$ cat src/hdl/lgdfb_pkg.sv
// ----------------------------------------------------------------------------
// lgdfb_pkg
// Types, codes and sizes shared by the grayscale frame builder modules.
// ----------------------------------------------------------------------------
`default_nettype none

package lgdfb_pkg;

   localparam int LED_COUNT   = 8;
   localparam int CHANNELS    = 3 * LED_COUNT;
   localparam int LEVEL_BITS  = 8;
   localparam int GRAY_BITS   = 12;
   localparam int LEVEL_SHIFT = GRAY_BITS - LEVEL_BITS;
   localparam int DIM_BITS    = 8;
   localparam int GAIN_BITS   = 2 * DIM_BITS;
   localparam int PROD_BITS   = GRAY_BITS + GAIN_BITS;
   localparam int INDEX_W     = 5;
   localparam int LED_W       = $clog2(LED_COUNT);
   localparam int CSR_INDEX_W = 2;
   localparam int CSR_DATA_W  = 8;
   localparam int QUEUE_DEPTH = 4;
   localparam int QPTR_W      = $clog2(QUEUE_DEPTH);

   typedef enum logic [2:0] {
      FUNC_SET_LEVEL   = 3'd0,
      FUNC_SET_LED_RGB = 3'd1,
      FUNC_SET_ALL_RGB = 3'd2,
      FUNC_CLEAR       = 3'd3,
      FUNC_SET_DIM     = 3'd4,
      FUNC_SET_LED_DIM = 3'd5,
      FUNC_UPDATE      = 3'd6
   } func_type;

   typedef enum logic [CSR_INDEX_W-1:0] {
      CSR_SLOT_FIRST  = 2'd0,
      CSR_SLOT_SECOND = 2'd1,
      CSR_SLOT_THIRD  = 2'd2,
      CSR_GLOBAL_DIM  = 2'd3
   } csr_index_type;

   // colour source codes; the spare code reads as a zero word
   localparam logic [1:0] COLOR_RED   = 2'd0;
   localparam logic [1:0] COLOR_GREEN = 2'd1;
   localparam logic [1:0] COLOR_BLUE  = 2'd2;
   localparam logic [1:0] COLOR_NONE  = 2'd3;

   localparam logic [DIM_BITS-1:0] DIM_FULL = '1;

   typedef struct packed {
      logic [2:0]            func;
      logic [INDEX_W-1:0]    index;
      logic [LEVEL_BITS-1:0] value;
      logic [LEVEL_BITS-1:0] red;
      logic [LEVEL_BITS-1:0] green;
      logic [LEVEL_BITS-1:0] blue;
   } req_type;

   typedef struct packed {
      logic [GRAY_BITS-1:0] gray_word;
      logic                 last;
   } rsp_type;

   // validated command; chan is the first channel touched (LED index * 3 for LED ops)
   typedef struct packed {
      func_type              op;
      logic [INDEX_W-1:0]    chan;
      logic [LEVEL_BITS-1:0] value;
      logic [LEVEL_BITS-1:0] red;
      logic [LEVEL_BITS-1:0] green;
      logic [LEVEL_BITS-1:0] blue;
   } cmd_type;

endpackage

`default_nettype wire

$ cat src/hdl/led_grayscale_dim_frame_builder_unit.sv
// ----------------------------------------------------------------------------
// led_grayscale_dim_frame_builder_unit
// Grayscale frame builder for a 24-channel PWM LED driver with dimming.
// ----------------------------------------------------------------------------
// Request items (req_valid/req_stall/req_data) write levels or dims, clear
// the levels, or ask for an update. Items with an unused code or an index out
// of range are dropped. The front checks each item and puts it in a 4-entry
// command queue; req_stall is high only while that queue is full.
// The back takes one command per cycle while idle; a write is registered
// as it is dequeued. An update is dequeued, then the sequencer reads the
// 24 channels in turn, channel 23 first; the final word has last set.
// The update's first word passes the state register, the stage-1 register
// and the output register before it shows on rsp_valid/rsp_data. Each word
// passes a two-stage scaling pipe: global dim times channel dim, then word
// times gain into the output register (unscaled when both dims are full).
// While rsp_valid and rsp_stall are high, the scaling pipe and sequencer hold;
// writes queued behind an update wait until the update has read all channels.
// csr_* writes colour order and global dim; write them only while idle.
// Synchronous reset: levels zero, dims 255, identity colour order, global
// dim 255, queue and pipe empty.
// ----------------------------------------------------------------------------
`default_nettype none

module led_grayscale_dim_frame_builder_unit (
   input  wire                                clock,
   input  wire                                reset,
   input  wire                                req_valid,
   output logic                               req_stall,
   input  wire lgdfb_pkg::req_type            req_data,
   output logic                               rsp_valid,
   input  wire                                rsp_stall,
   output lgdfb_pkg::rsp_type                 rsp_data,
   input  wire                                csr_we,
   input  wire  [lgdfb_pkg::CSR_INDEX_W-1:0]  csr_index,
   input  wire  [lgdfb_pkg::CSR_DATA_W-1:0]   csr_wdata
);

   logic                push, pop, queue_empty, queue_full;
   lgdfb_pkg::cmd_type  push_cmd, head_cmd;

   lgdfb_front u_front (
      .req_valid  (req_valid),
      .req_stall  (req_stall),
      .req_data   (req_data),
      .queue_full (queue_full),
      .push       (push),
      .push_cmd   (push_cmd)
   );

   lgdfb_queue u_queue (
      .clock    (clock),
      .reset    (reset),
      .push     (push),
      .push_cmd (push_cmd),
      .pop      (pop),
      .head_cmd (head_cmd),
      .empty    (queue_empty),
      .full     (queue_full)
   );

   lgdfb_back u_back (
      .clock       (clock),
      .reset       (reset),
      .head_cmd    (head_cmd),
      .queue_empty (queue_empty),
      .pop         (pop),
      .csr_we      (csr_we),
      .csr_index   (csr_index),
      .csr_wdata   (csr_wdata),
      .rsp_valid   (rsp_valid),
      .rsp_stall   (rsp_stall),
      .rsp_data    (rsp_data)
   );

endmodule

`default_nettype wire

$ cat src/hdl/lgdfb_front.sv
// ----------------------------------------------------------------------------
// lgdfb_front
// Accepts request items, drops unused codes and out-of-range writes, and
// turns the rest into commands for the queue.
// ----------------------------------------------------------------------------
`default_nettype none

module lgdfb_front (
   input  wire                      req_valid,
   output logic                     req_stall,
   input  wire lgdfb_pkg::req_type  req_data,
   input  wire                      queue_full,
   output logic                     push,
   output lgdfb_pkg::cmd_type       push_cmd
);

   logic                             cmd_ok;
   logic [lgdfb_pkg::INDEX_W-1:0]    led_base;

   assign led_base = (req_data.index << 1) + req_data.index;

   always_comb begin
      cmd_ok         = 1'b0;
      push_cmd.op    = lgdfb_pkg::func_type'(req_data.func);
      push_cmd.chan  = req_data.index;
      push_cmd.value = req_data.value;
      push_cmd.red   = req_data.red;
      push_cmd.green = req_data.green;
      push_cmd.blue  = req_data.blue;
      unique case (req_data.func) inside
         lgdfb_pkg::FUNC_SET_LEVEL, lgdfb_pkg::FUNC_SET_DIM: begin
            cmd_ok = req_data.index < lgdfb_pkg::INDEX_W'(lgdfb_pkg::CHANNELS);
         end
         lgdfb_pkg::FUNC_SET_LED_RGB, lgdfb_pkg::FUNC_SET_LED_DIM: begin
            cmd_ok        = req_data.index < lgdfb_pkg::INDEX_W'(lgdfb_pkg::LED_COUNT);
            push_cmd.chan = led_base;
         end
         lgdfb_pkg::FUNC_SET_ALL_RGB, lgdfb_pkg::FUNC_CLEAR, lgdfb_pkg::FUNC_UPDATE: begin
            cmd_ok = 1'b1;
         end
         default: begin
            cmd_ok = 1'b0;
         end
      endcase
   end

   assign req_stall = queue_full;
   assign push      = req_valid && !queue_full && cmd_ok;

endmodule

`default_nettype wire

$ cat src/hdl/lgdfb_queue.sv
// ----------------------------------------------------------------------------
// lgdfb_queue
// Short command queue between the front and the back.
// ----------------------------------------------------------------------------
`default_nettype none

module lgdfb_queue (
   input  wire                      clock,
   input  wire                      reset,
   input  wire                      push,
   input  wire lgdfb_pkg::cmd_type  push_cmd,
   input  wire                      pop,
   output lgdfb_pkg::cmd_type       head_cmd,
   output logic                     empty,
   output logic                     full
);

   lgdfb_pkg::cmd_type                entry_ff [lgdfb_pkg::QUEUE_DEPTH];
   logic [lgdfb_pkg::QPTR_W-1:0]      wr_ptr_ff, wr_ptr_in;
   logic [lgdfb_pkg::QPTR_W-1:0]      rd_ptr_ff, rd_ptr_in;
   logic [lgdfb_pkg::QPTR_W:0]        count_ff, count_in;
   logic                              do_push, do_pop;

   assign empty    = count_ff == '0;
   assign full     = count_ff == (lgdfb_pkg::QPTR_W + 1)'(lgdfb_pkg::QUEUE_DEPTH);
   assign do_push  = push && !full;
   assign do_pop   = pop && !empty;
   assign head_cmd = entry_ff[rd_ptr_ff];

   always_comb begin
      wr_ptr_in = do_push ? wr_ptr_ff + 1'b1 : wr_ptr_ff;
      rd_ptr_in = do_pop  ? rd_ptr_ff + 1'b1 : rd_ptr_ff;
      count_in  = count_ff;
      if (do_push && !do_pop) begin
         count_in = count_ff + 1'b1;
      end else if (do_pop && !do_push) begin
         count_in = count_ff - 1'b1;
      end
   end

   always_ff @(posedge clock) begin
      if (reset) begin
         wr_ptr_ff <= '0;
         rd_ptr_ff <= '0;
         count_ff  <= '0;
      end else begin
         wr_ptr_ff <= wr_ptr_in;
         rd_ptr_ff <= rd_ptr_in;
         count_ff  <= count_in;
      end
   end

   always_ff @(posedge clock) begin
      if (do_push) begin
         entry_ff[wr_ptr_ff] <= push_cmd;
      end
   end

endmodule

`default_nettype wire

$ cat src/hdl/lgdfb_back.sv
// ----------------------------------------------------------------------------
// lgdfb_back
// Executes queued commands: level and dim writes, and the update sequencer
// that walks the channels high to low through a two-stage scaling pipe.
// ----------------------------------------------------------------------------
`default_nettype none

module lgdfb_back (
   input  wire                                   clock,
   input  wire                                   reset,
   input  wire lgdfb_pkg::cmd_type               head_cmd,
   input  wire                                   queue_empty,
   output logic                                  pop,
   input  wire                                   csr_we,
   input  wire  [lgdfb_pkg::CSR_INDEX_W-1:0]     csr_index,
   input  wire  [lgdfb_pkg::CSR_DATA_W-1:0]      csr_wdata,
   output logic                                  rsp_valid,
   input  wire                                   rsp_stall,
   output lgdfb_pkg::rsp_type                    rsp_data
);

   typedef enum logic {
      ST_IDLE,
      ST_UPDATE
   } state_type;

   state_type                                state_ff;
   logic [lgdfb_pkg::LED_W-1:0]              led_ff;
   logic [1:0]                               slot_ff;

   logic [1:0]                               color_slot_ff [3];
   logic [lgdfb_pkg::DIM_BITS-1:0]           global_dim_ff;

   logic [lgdfb_pkg::LEVEL_BITS-1:0]         level_ff [lgdfb_pkg::CHANNELS];
   logic [lgdfb_pkg::LEVEL_BITS-1:0]         level_in [lgdfb_pkg::CHANNELS];
   logic [lgdfb_pkg::DIM_BITS-1:0]           dim_ff   [lgdfb_pkg::CHANNELS];
   logic [lgdfb_pkg::DIM_BITS-1:0]           dim_in   [lgdfb_pkg::CHANNELS];

   logic                                     s1_valid_ff;
   logic [lgdfb_pkg::GRAY_BITS-1:0]          s1_word_ff;
   logic [lgdfb_pkg::GAIN_BITS-1:0]          s1_gain_ff;
   logic                                     s1_bypass_ff;
   logic                                     s1_last_ff;
   logic                                     rsp_valid_ff;
   lgdfb_pkg::rsp_type                       rsp_data_ff;

   logic                                     adv, issue, exec;
   logic [lgdfb_pkg::INDEX_W-1:0]            led_base, pos, src_chan;
   logic [1:0]                               src;
   logic [lgdfb_pkg::LEVEL_BITS-1:0]         src_level;
   logic [lgdfb_pkg::GRAY_BITS-1:0]          word_a;
   logic [lgdfb_pkg::DIM_BITS-1:0]           dim_a;
   logic [lgdfb_pkg::PROD_BITS-1:0]          prod;

   // the pipe moves as one while the output register is free
   assign adv   = !rsp_valid_ff || !rsp_stall;
   assign issue = (state_ff == ST_UPDATE) && adv;
   assign pop   = (state_ff == ST_IDLE) && !queue_empty;
   assign exec  = pop && (head_cmd.op != lgdfb_pkg::FUNC_UPDATE);

   // ---- configuration ----
   always_ff @(posedge clock) begin
      if (reset) begin
         color_slot_ff[0] <= lgdfb_pkg::COLOR_RED;
         color_slot_ff[1] <= lgdfb_pkg::COLOR_GREEN;
         color_slot_ff[2] <= lgdfb_pkg::COLOR_BLUE;
         global_dim_ff    <= lgdfb_pkg::DIM_FULL;
      end else if (csr_we) begin
         unique case (lgdfb_pkg::csr_index_type'(csr_index))
            lgdfb_pkg::CSR_SLOT_FIRST:  color_slot_ff[0] <= csr_wdata[1:0];
            lgdfb_pkg::CSR_SLOT_SECOND: color_slot_ff[1] <= csr_wdata[1:0];
            lgdfb_pkg::CSR_SLOT_THIRD:  color_slot_ff[2] <= csr_wdata[1:0];
            lgdfb_pkg::CSR_GLOBAL_DIM:  global_dim_ff    <= csr_wdata;
            default: ;
         endcase
      end
   end

   // ---- update sequencer ----
   always_ff @(posedge clock) begin
      if (reset) begin
         state_ff <= ST_IDLE;
         led_ff   <= '0;
         slot_ff  <= '0;
      end else begin
         unique case (state_ff)
            ST_IDLE: begin
               if (pop && head_cmd.op == lgdfb_pkg::FUNC_UPDATE) begin
                  state_ff <= ST_UPDATE;
                  led_ff   <= lgdfb_pkg::LED_W'(lgdfb_pkg::LED_COUNT - 1);
                  slot_ff  <= 2'd2;
               end
            end
            ST_UPDATE: begin
               if (adv) begin
                  if (slot_ff == 2'd0) begin
                     slot_ff <= 2'd2;
                     if (led_ff == '0) begin
                        state_ff <= ST_IDLE;
                     end else begin
                        led_ff <= led_ff - 1'b1;
                     end
                  end else begin
                     slot_ff <= slot_ff - 1'b1;
                  end
               end
            end
            default: begin
               state_ff <= ST_IDLE;
            end
         endcase
      end
   end

   assign led_base = (lgdfb_pkg::INDEX_W'(led_ff) << 1) + lgdfb_pkg::INDEX_W'(led_ff);
   assign pos      = led_base + lgdfb_pkg::INDEX_W'(slot_ff);

   always_comb begin
      case (slot_ff)
         2'd0:    src = color_slot_ff[0];
         2'd1:    src = color_slot_ff[1];
         2'd2:    src = color_slot_ff[2];
         default: src = lgdfb_pkg::COLOR_NONE;
      endcase
   end

   assign src_chan  = led_base + lgdfb_pkg::INDEX_W'(src);
   assign src_level = (src == lgdfb_pkg::COLOR_NONE) ? '0 : level_ff[src_chan];
   assign word_a    = lgdfb_pkg::GRAY_BITS'(src_level) << lgdfb_pkg::LEVEL_SHIFT;
   assign dim_a     = dim_ff[pos];

   // ---- level and dim writes ----
   always_comb begin
      level_in = level_ff;
      dim_in   = dim_ff;
      if (exec) begin
         unique case (head_cmd.op)
            lgdfb_pkg::FUNC_SET_LEVEL: begin
               level_in[head_cmd.chan] = head_cmd.value;
            end
            lgdfb_pkg::FUNC_SET_LED_RGB: begin
               level_in[head_cmd.chan]        = head_cmd.red;
               level_in[head_cmd.chan + 5'd1] = head_cmd.green;
               level_in[head_cmd.chan + 5'd2] = head_cmd.blue;
            end
            lgdfb_pkg::FUNC_SET_ALL_RGB: begin
               for (int i = 0; i < lgdfb_pkg::LED_COUNT; i++) begin
                  level_in[3*i]     = head_cmd.red;
                  level_in[3*i + 1] = head_cmd.green;
                  level_in[3*i + 2] = head_cmd.blue;
               end
            end
            lgdfb_pkg::FUNC_CLEAR: begin
               for (int i = 0; i < lgdfb_pkg::CHANNELS; i++) begin
                  level_in[i] = '0;
               end
            end
            lgdfb_pkg::FUNC_SET_DIM: begin
               dim_in[head_cmd.chan] = head_cmd.value;
            end
            lgdfb_pkg::FUNC_SET_LED_DIM: begin
               dim_in[head_cmd.chan]        = head_cmd.value;
               dim_in[head_cmd.chan + 5'd1] = head_cmd.value;
               dim_in[head_cmd.chan + 5'd2] = head_cmd.value;
            end
            default: ;
         endcase
      end
   end

   always_ff @(posedge clock) begin
      if (reset) begin
         for (int i = 0; i < lgdfb_pkg::CHANNELS; i++) begin
            level_ff[i] <= '0;
            dim_ff[i]   <= lgdfb_pkg::DIM_FULL;
         end
      end else begin
         level_ff <= level_in;
         dim_ff   <= dim_in;
      end
   end

   // ---- scaling pipe: gain product, then word times gain ----
   assign prod = s1_word_ff * s1_gain_ff;

   always_ff @(posedge clock) begin
      if (reset) begin
         s1_valid_ff  <= 1'b0;
         rsp_valid_ff <= 1'b0;
      end else if (adv) begin
         s1_valid_ff  <= issue;
         rsp_valid_ff <= s1_valid_ff;
      end
   end

   always_ff @(posedge clock) begin
      if (adv) begin
         s1_word_ff   <= word_a;
         s1_gain_ff   <= global_dim_ff * dim_a;
         s1_bypass_ff <= (global_dim_ff == lgdfb_pkg::DIM_FULL) &&
                         (dim_a == lgdfb_pkg::DIM_FULL);
         s1_last_ff   <= pos == '0;
         rsp_data_ff.gray_word <= s1_bypass_ff ? s1_word_ff :
                                  prod[lgdfb_pkg::PROD_BITS-1 -: lgdfb_pkg::GRAY_BITS];
         rsp_data_ff.last      <= s1_last_ff;
      end
   end

   assign rsp_valid = rsp_valid_ff;
   assign rsp_data  = rsp_data_ff;

endmodule

`default_nettype wire
$ cat config.mk
export PLATFORM = sky130hd
export DESIGN_NAME = led_grayscale_dim_frame_builder_unit
export DESIGN_NICKNAME = d
export VERILOG_FILES = /design/src/hdl/lgdfb_pkg.sv /design/src/hdl/led_grayscale_dim_frame_builder_unit.sv /design/src/hdl/lgdfb_front.sv /design/src/hdl/lgdfb_queue.sv /design/src/hdl/lgdfb_back.sv
export SDC_FILE = /design/constraint.sdc
export NUM_CORES = 2
export LEC_CHECK = 0
export BUFFER_PORTS_ARGS = -buffer_cell sky130_fd_sc_hd__buf_2
export CAP_MARGIN = 10
export CORE_ASPECT_RATIO = 0.7
export CORE_MARGIN = 3
export CORE_UTILIZATION = 55
export DETAILED_ROUTE_END_ITERATION = 6
export PLACE_DENSITY_LB_ADDON = 0.1
export SYNTH_ARGS = -nofsm -noshare
export SYNTH_HDL_FRONTEND = slang
export SYNTH_SLANG_ARGS = --single-unit
$ cat constraint.sdc
create_clock -name clock -period 9.1 [get_ports clock]
set_input_delay 0 -clock clock [delete_from_list [all_inputs] [get_ports clock]]
set_output_delay 0 -clock clock [all_outputs]
set_load 0.03 [all_outputs]
# == Yosys cells after proc, flatten, opt, wreduce, memory -nomap -nowiden ==
# Memories as Yosys holds them, arrays and structs flattened. A register that Yosys moved wholly into a read port is not among the register bits.
# Index checks and enable logic that the tools add are counted.
# word_totals
regBits,446
ramBits,166
inputBits,55
output_inout_bits,15
word_cells,226
memories,2
# memory_table
name,depth,word_bits,read_ports,rd_clocked_by_memory_dff,write_ports,line,rtl
u_queue.entry_ff,4,40,1,1,1,lgdfb_queue.sv:18,lgdfb_pkg::cmd_type entry_ff [lgdfb_pkg::QUEUE_DEPTH];
u_back.color_slot_ff,3,2,3,0,3,lgdfb_back.sv:31,logic [1:0] color_slot_ff [3];
# op_classes
add_sub_neg,12
multipliers,2
n_lt_le_gt_ge,10
n_eq_ne,26
n_mux,62
bitwise,9
n_reduce_logical,39
# op_table
operator,count
$bwmux W192,7
$pmux W192 S4,1
$pmux W192 S2,1
$demux W8 S5,3
$bmux W8 S5,2
$mux W8,7
$ge A6 B6 Y1 const B,5
$not A5 Y6,5
$mul A8 B16 Y24,1
$eq A3 B3 Y1 const B,7
$mux W1,20
$lt A6 B1 Y1 const B,3
$mux W3,6
$eq A8 B8 Y1 const B,2
$mul A8 B8 Y16,1
$mux W2,8
$logic_and A1 B1 Y1,14
$eq A3 B2 Y1 const B,4
$logic_not A3 Y1,4
$mux W12,1
$add A5 B2 Y5,2
$eq A2 B2 Y1 const B,4
$ne A2 B2 Y1 const B,4
$reduce_and A2 Y1,4
other kinds (30),44

# == Longest topological paths before layout ==
# logic_depth
word_depth,9
mapped_depth,28
ltp_nobuf,26

# == Modules after synthesis ==
# From an unflattened synthesis, not the netlist that was laid out.
# hier_totals
hier_cells,4276
hier_area_um2,40485.1
# modules_own_cells
module,n_inst,cells_each,area_per_inst_um2,seq_area_each_um2
lgdfb_back,1,3953,33682.3,9359.0
lgdfb_queue,1,257,6287.3,4984.8
lgdfb_front,1,66,515.5,0.0

# == Worst setup path before layout ==
# No wires, ideal clock.
# synth_path
path_type,register to register
startpoint,reg u_back.led_ff[0] (netlist name)
endpoint,"reg u_back.s1_gain_ff[14] (netlist name), data pin"
setup_time_ns,0.266
arrival_time_ns,6.671
t_required_ns,8.834
slack_ns,2.163
stages_incl_launch_ff,28
path_buffers,2
period_less_slack_ns,6.937
cell_sequence,dfxtp_1 -> inv_1 -> ha_1 -> inv_1 -> fa_1 -> clkbuf_1 -> clkbuf_1 -> mux4_2 -> mux2_2 -> o21ai_0 -> o22a_1 -> nor2b_1 -> fa_1 -> inv_1 -> fa_1 -> inv_1 -> fa_1 -> inv_1 -> fa_1 -> inv_1 -> ha_1 -> nor3_1 -> nor2_1 -> a31oi_1 -> nor2_1 -> o21a_1 -> o41ai_1 -> xnor2_1
# synth_via
elab_chain_len,7
# synth_lines
element,line,rtl
from (decl),lgdfb_back.sv:28,logic [lgdfb_pkg::LED_W-1:0] led_ff;
from (signal assigned),lgdfb_back.sv:90,led_ff <= lgdfb_pkg::LED_W'(lgdfb_pkg::LED_COUNT - 1);
from (signal assigned),lgdfb_back.sv:101,led_ff <= led_ff - 1'b1;
$add A4 B3 Y5,lgdfb_back.sv:115,assign led_base = (lgdfb_pkg::INDEX_W'(led_ff) << 1) + lgdfb_pkg::INDEX_W'(led_ff);
$add A5 B2 Y5,lgdfb_back.sv:116,assign pos = led_base + lgdfb_pkg::INDEX_W'(slot_ff);
$not A5 Y6 (implied by the code),lgdfb_back.sv:130,assign dim_a = dim_ff[pos];
$bmux W8 S5,lgdfb_back.sv:130,
$mux W8 (implied by the code) (2 in a row),lgdfb_back.sv:130,
$mul A8 B8 Y16,lgdfb_back.sv:199,s1_gain_ff <= global_dim_ff * dim_a;
to (signal assigned),lgdfb_back.sv:199,
to (decl),lgdfb_back.sv:41,logic [lgdfb_pkg::GAIN_BITS-1:0] s1_gain_ff;
# No other way between the ends. The select of a mux whose other input is x is not followed.
# A chain may end at the register's enable or synchronous reset.

# == Final worst setup path ==
# layout_path
startpoint,reg u_back.led_ff[0] (netlist name)
endpoint,"reg u_back.s1_gain_ff[15] (netlist name), data pin"
# Same word-level chain as after synthesis.

==> results.md <==
- Mux cell area share after synthesis: 10.2%
- Clk sink count: 614
- LEAKAGE: 0.0162 uW
- Largest family of logic cells by synthesized area: compound AO/OA/AOI/OAI gates
- Worst Path Required: 9520 ps
- Synth Warn #: 0
- Period utilization: 84.7%
- Core footprint: 70600 um2
- XOR/XNOR Fraction of Synth Area: 0.883%
- Syn_nets: 4707
- Fin Setup TNS: 0 ps
- Die ar.: 75500 um2
- Share of flip-flops with an asynchronous set or reset: 0%
- Synthesized area: 39700 um2
- Clk root buf: clkbuf_16
- I/O pin cnt: 70
- Final Hold Viols: 0
- Violated checks: DRC
- Crit-path max FO: 21
- Remaining DRCs: 37
- Grt ovf: 0
- Port Buffers: 69
- Post-route minimum period: 7710 ps
- RSZ-0062 raised after global routing: no
- Share of post-route cells with drive strength above 1: 11.6%
- Worst setup SP type: register
- Slew Viols, Final: 0
- Cell Pwr Density: 386 nW/um2
- Worst setup path class: reg2reg
- #FFs+latches synth: 614
- CTS Buffer Depth: 3
- Setup-failing EPs final: 0
- CP max stage cell: fa_2
- Sequential area share after synthesis: 36.1%
- Cell family with most CP delay: adder cells
- Status: complete, but fails checks
- CTS tree: done
- P&R area growth vs syn: 10.3%
- DR vias/cell: 6.99
- Num CTS Buffers: 67
- Setup crit end kind: register
- Worst-Skew Late Latency: 680 ps
- Complex-gate fraction of the synthesized area: 23.1%
- Clock transition at path regs: 60 ps
- Worst VDD drop: 0.303 mV
- Worst slew margin: 5.79%
- Final ANT Viol Nets: 0
- Worst EP arrival: 8120 ps
- Nets: 4662
- Initial core utilization: 56.2%
- DP Cell Count: 5196
- CP bufs+invs: 7
- Primary FF master, synth: dfxtp_1
- Crit-path most repeated cell: inv_1
- Synth Area in Adders: 9.44%
- Total Routing Usage GR: 41.5%
- Simple-gate portion of the synthesized area: 15.2%
- HP Class: in2reg
- Crit-path max cell delay: 920 ps
- DR vias: 37700
- Number of distinct library cells after synthesis: 77
- Worst slew pin tran: 1410 ps
- Number of synthesized flops with an enable pin: 205
- Mean area per synthesized cell: 8.96 um2
- Non-Filler Instances: 5391
- Post-CTS Setup Repair Bufs: 0
- Largest net degree at the start of global routing: 109
- Routed wire per std cell: 29.7 um
- FMAX: 0.130 GHz
- DRT iter0 DRCs: 6925
- Design Power: 16900 uW
- Worst Skew: 43.8 ps
- First-pass GRT wire length: 233000 um
- Synthesized instance count: 4427
- Placed wire-length estimate: 102000 um
- Die Span Y: 231 um
- Routability Congestion: 1.07
- H-tree depth: 3
- Number of max-cap violations: 0
- Antenna violations before repair: 2
- Die width: 327 um
- Detailed Routing Iterations Pass 1: 7
- Cell Rows: 81
- Vias in the first global route: 34062
- WL final: 160000 um
-- what timing repair did --
action | 4_1_cts | 5_1_grt
endpoints found under the hold margin | 186 | 0
hold buffers | 71 | 0
gates resized for setup | 0 | 0
-- worst paths after layout --
path | cells past startpoint | startpoint | to | slack (ps)
hold / removal | 2 | req_data[2] | u_queue.entry_ff[0][2] | 90
setup / recovery | 25 | u_back.led_ff[0] | u_back.s1_gain_ff[15] | 1390
setup reg to reg | 25 | u_back.led_ff[0] | u_back.s1_gain_ff[15] | 1390
hold reg to reg | 0 | u_back.s1_last_ff | u_back.rsp_data[0] | 440
-- per-stage QoR --
step                instance area [um2]  hold WS, ps  utilization [%]  setup WS (ps)
detailed placement                40700          216             57.7           1500
floorplan                         39700         98.9                -           2160
global placement                  40700          213             57.7           1550
global route                      43700         89.7             61.9            980
CTS                               43700         53.6             61.9           1460
finish                            43800         93.3             61.9           1390
-- layout make-up --
| type | count | area (um2) |
|---|---|---|
| Clock inverter | 32 | 428 |
| Antenna cell | 2 | 5.00 |
| Clock buffer | 90 | 1880 |
| Timing Repair Buffer | 223 | 1680 |
| Multi-Input combinational cell | 3308 | 23600 |
| Fill cell | 5981 | 26900 |
| Sequential cell | 614 | 14300 |
| Tap cell | 954 | 1190 |
| Inverter | 168 | 633 |
-- logic make-up (layout without fill, tap and decap cells) --
family / count (synthesis) / in the layout
AOI/OAI and AO/OA: 1467 / 1467
and+or+nand+nor: 1334 / 1334
DFF: 614 / 614
buffers and inverters: 505 / 513
muxes: 242 / 242
adders and majority gates: 225 / 225
xor gates and xnor gates: 40 / 40
other: 0 / 2
-- power by group --
part | total, uW | internal, uW | switching, uW
Clock | 2900 | 1630 | 1270
Combinational | 10100 | 3190 | 6900
Sequential | 3890 | 3380 | 517
-- Yosys cell counts (13+ instances only) --
| library cell | count | share of area [%] |
|---|---|---|
| a211oi_1 | 136 | 2.6 |
| a21oi_1 | 381 | 4.8 |
| a221oi_1 | 31 | 0.68 |
| a22o_1 | 50 | 1.1 |
| and2_1 | 75 | 1.2 |
| and3_1 | 18 | 0.28 |
| buf_1 | 14 | 0.13 |
| buf_2 | 31 | 0.39 |
| clkbuf_1 | 277 | 2.6 |
| dfxtp_1 | 409 | 21 |
| edfxtp_1 | 205 | 16 |
| fa_1 | 124 | 6.3 |
| ha_1 | 101 | 3.2 |
| inv_1 | 167 | 1.6 |
| mux2_2 | 36 | 1.0 |
| mux2i_1 | 79 | 2.0 |
| mux4_2 | 127 | 7.2 |
| nand2_1 | 548 | 5.2 |
| nand2b_1 | 58 | 0.91 |
| nand3_1 | 110 | 1.4 |
| nor2_1 | 313 | 3.0 |
| nor2b_1 | 55 | 0.87 |
| nor3_1 | 111 | 1.4 |
| o211ai_1 | 219 | 4.1 |
| o21a_1 | 23 | 0.44 |
| o21ai_0 | 438 | 5.5 |
| o21ai_1 | 38 | 0.48 |
| o22ai_1 | 13 | 0.20 |
| o41ai_1 | 43 | 0.95 |
| xnor2_1 | 25 | 0.55 |
| xor2_1 | 15 | 0.33 |
-- routing by layer --
metal  track usage, %  vias to the layer above  wire length, um  part of all wire, %
met5             1.28                        -              158                0.099
met4             18.2                        5             9160                  5.7
met3             18.9                      669            26700                   17
met2             53.9                     3144            60200                   38
met1             58.4                    17791            64100                   40
li1                 -                    16091                -                    -
-- placed cells by master (no fill, tap or decap), types with 55 or more instances in the layout --
cell             n
nand2_1        546
o21ai_0        422
dfxtp_1        407
a21oi_1        375
nor2_1         311
o211ai_1       219
edfxtp_1       205
inv_1          167
a211oi_1       136
mux4_2         127
fa_1           122
nand3_1        110
nor3_1         110
ha_1            99
buf_4           84
mux2i_1         79
and2_1          71
dlygate4sd3_1   71
clkbuf_16       70
buf_2           68
nand2b_1        58
nor2b_1         55
No activity file was read; power rests on OpenSTA's default activity.
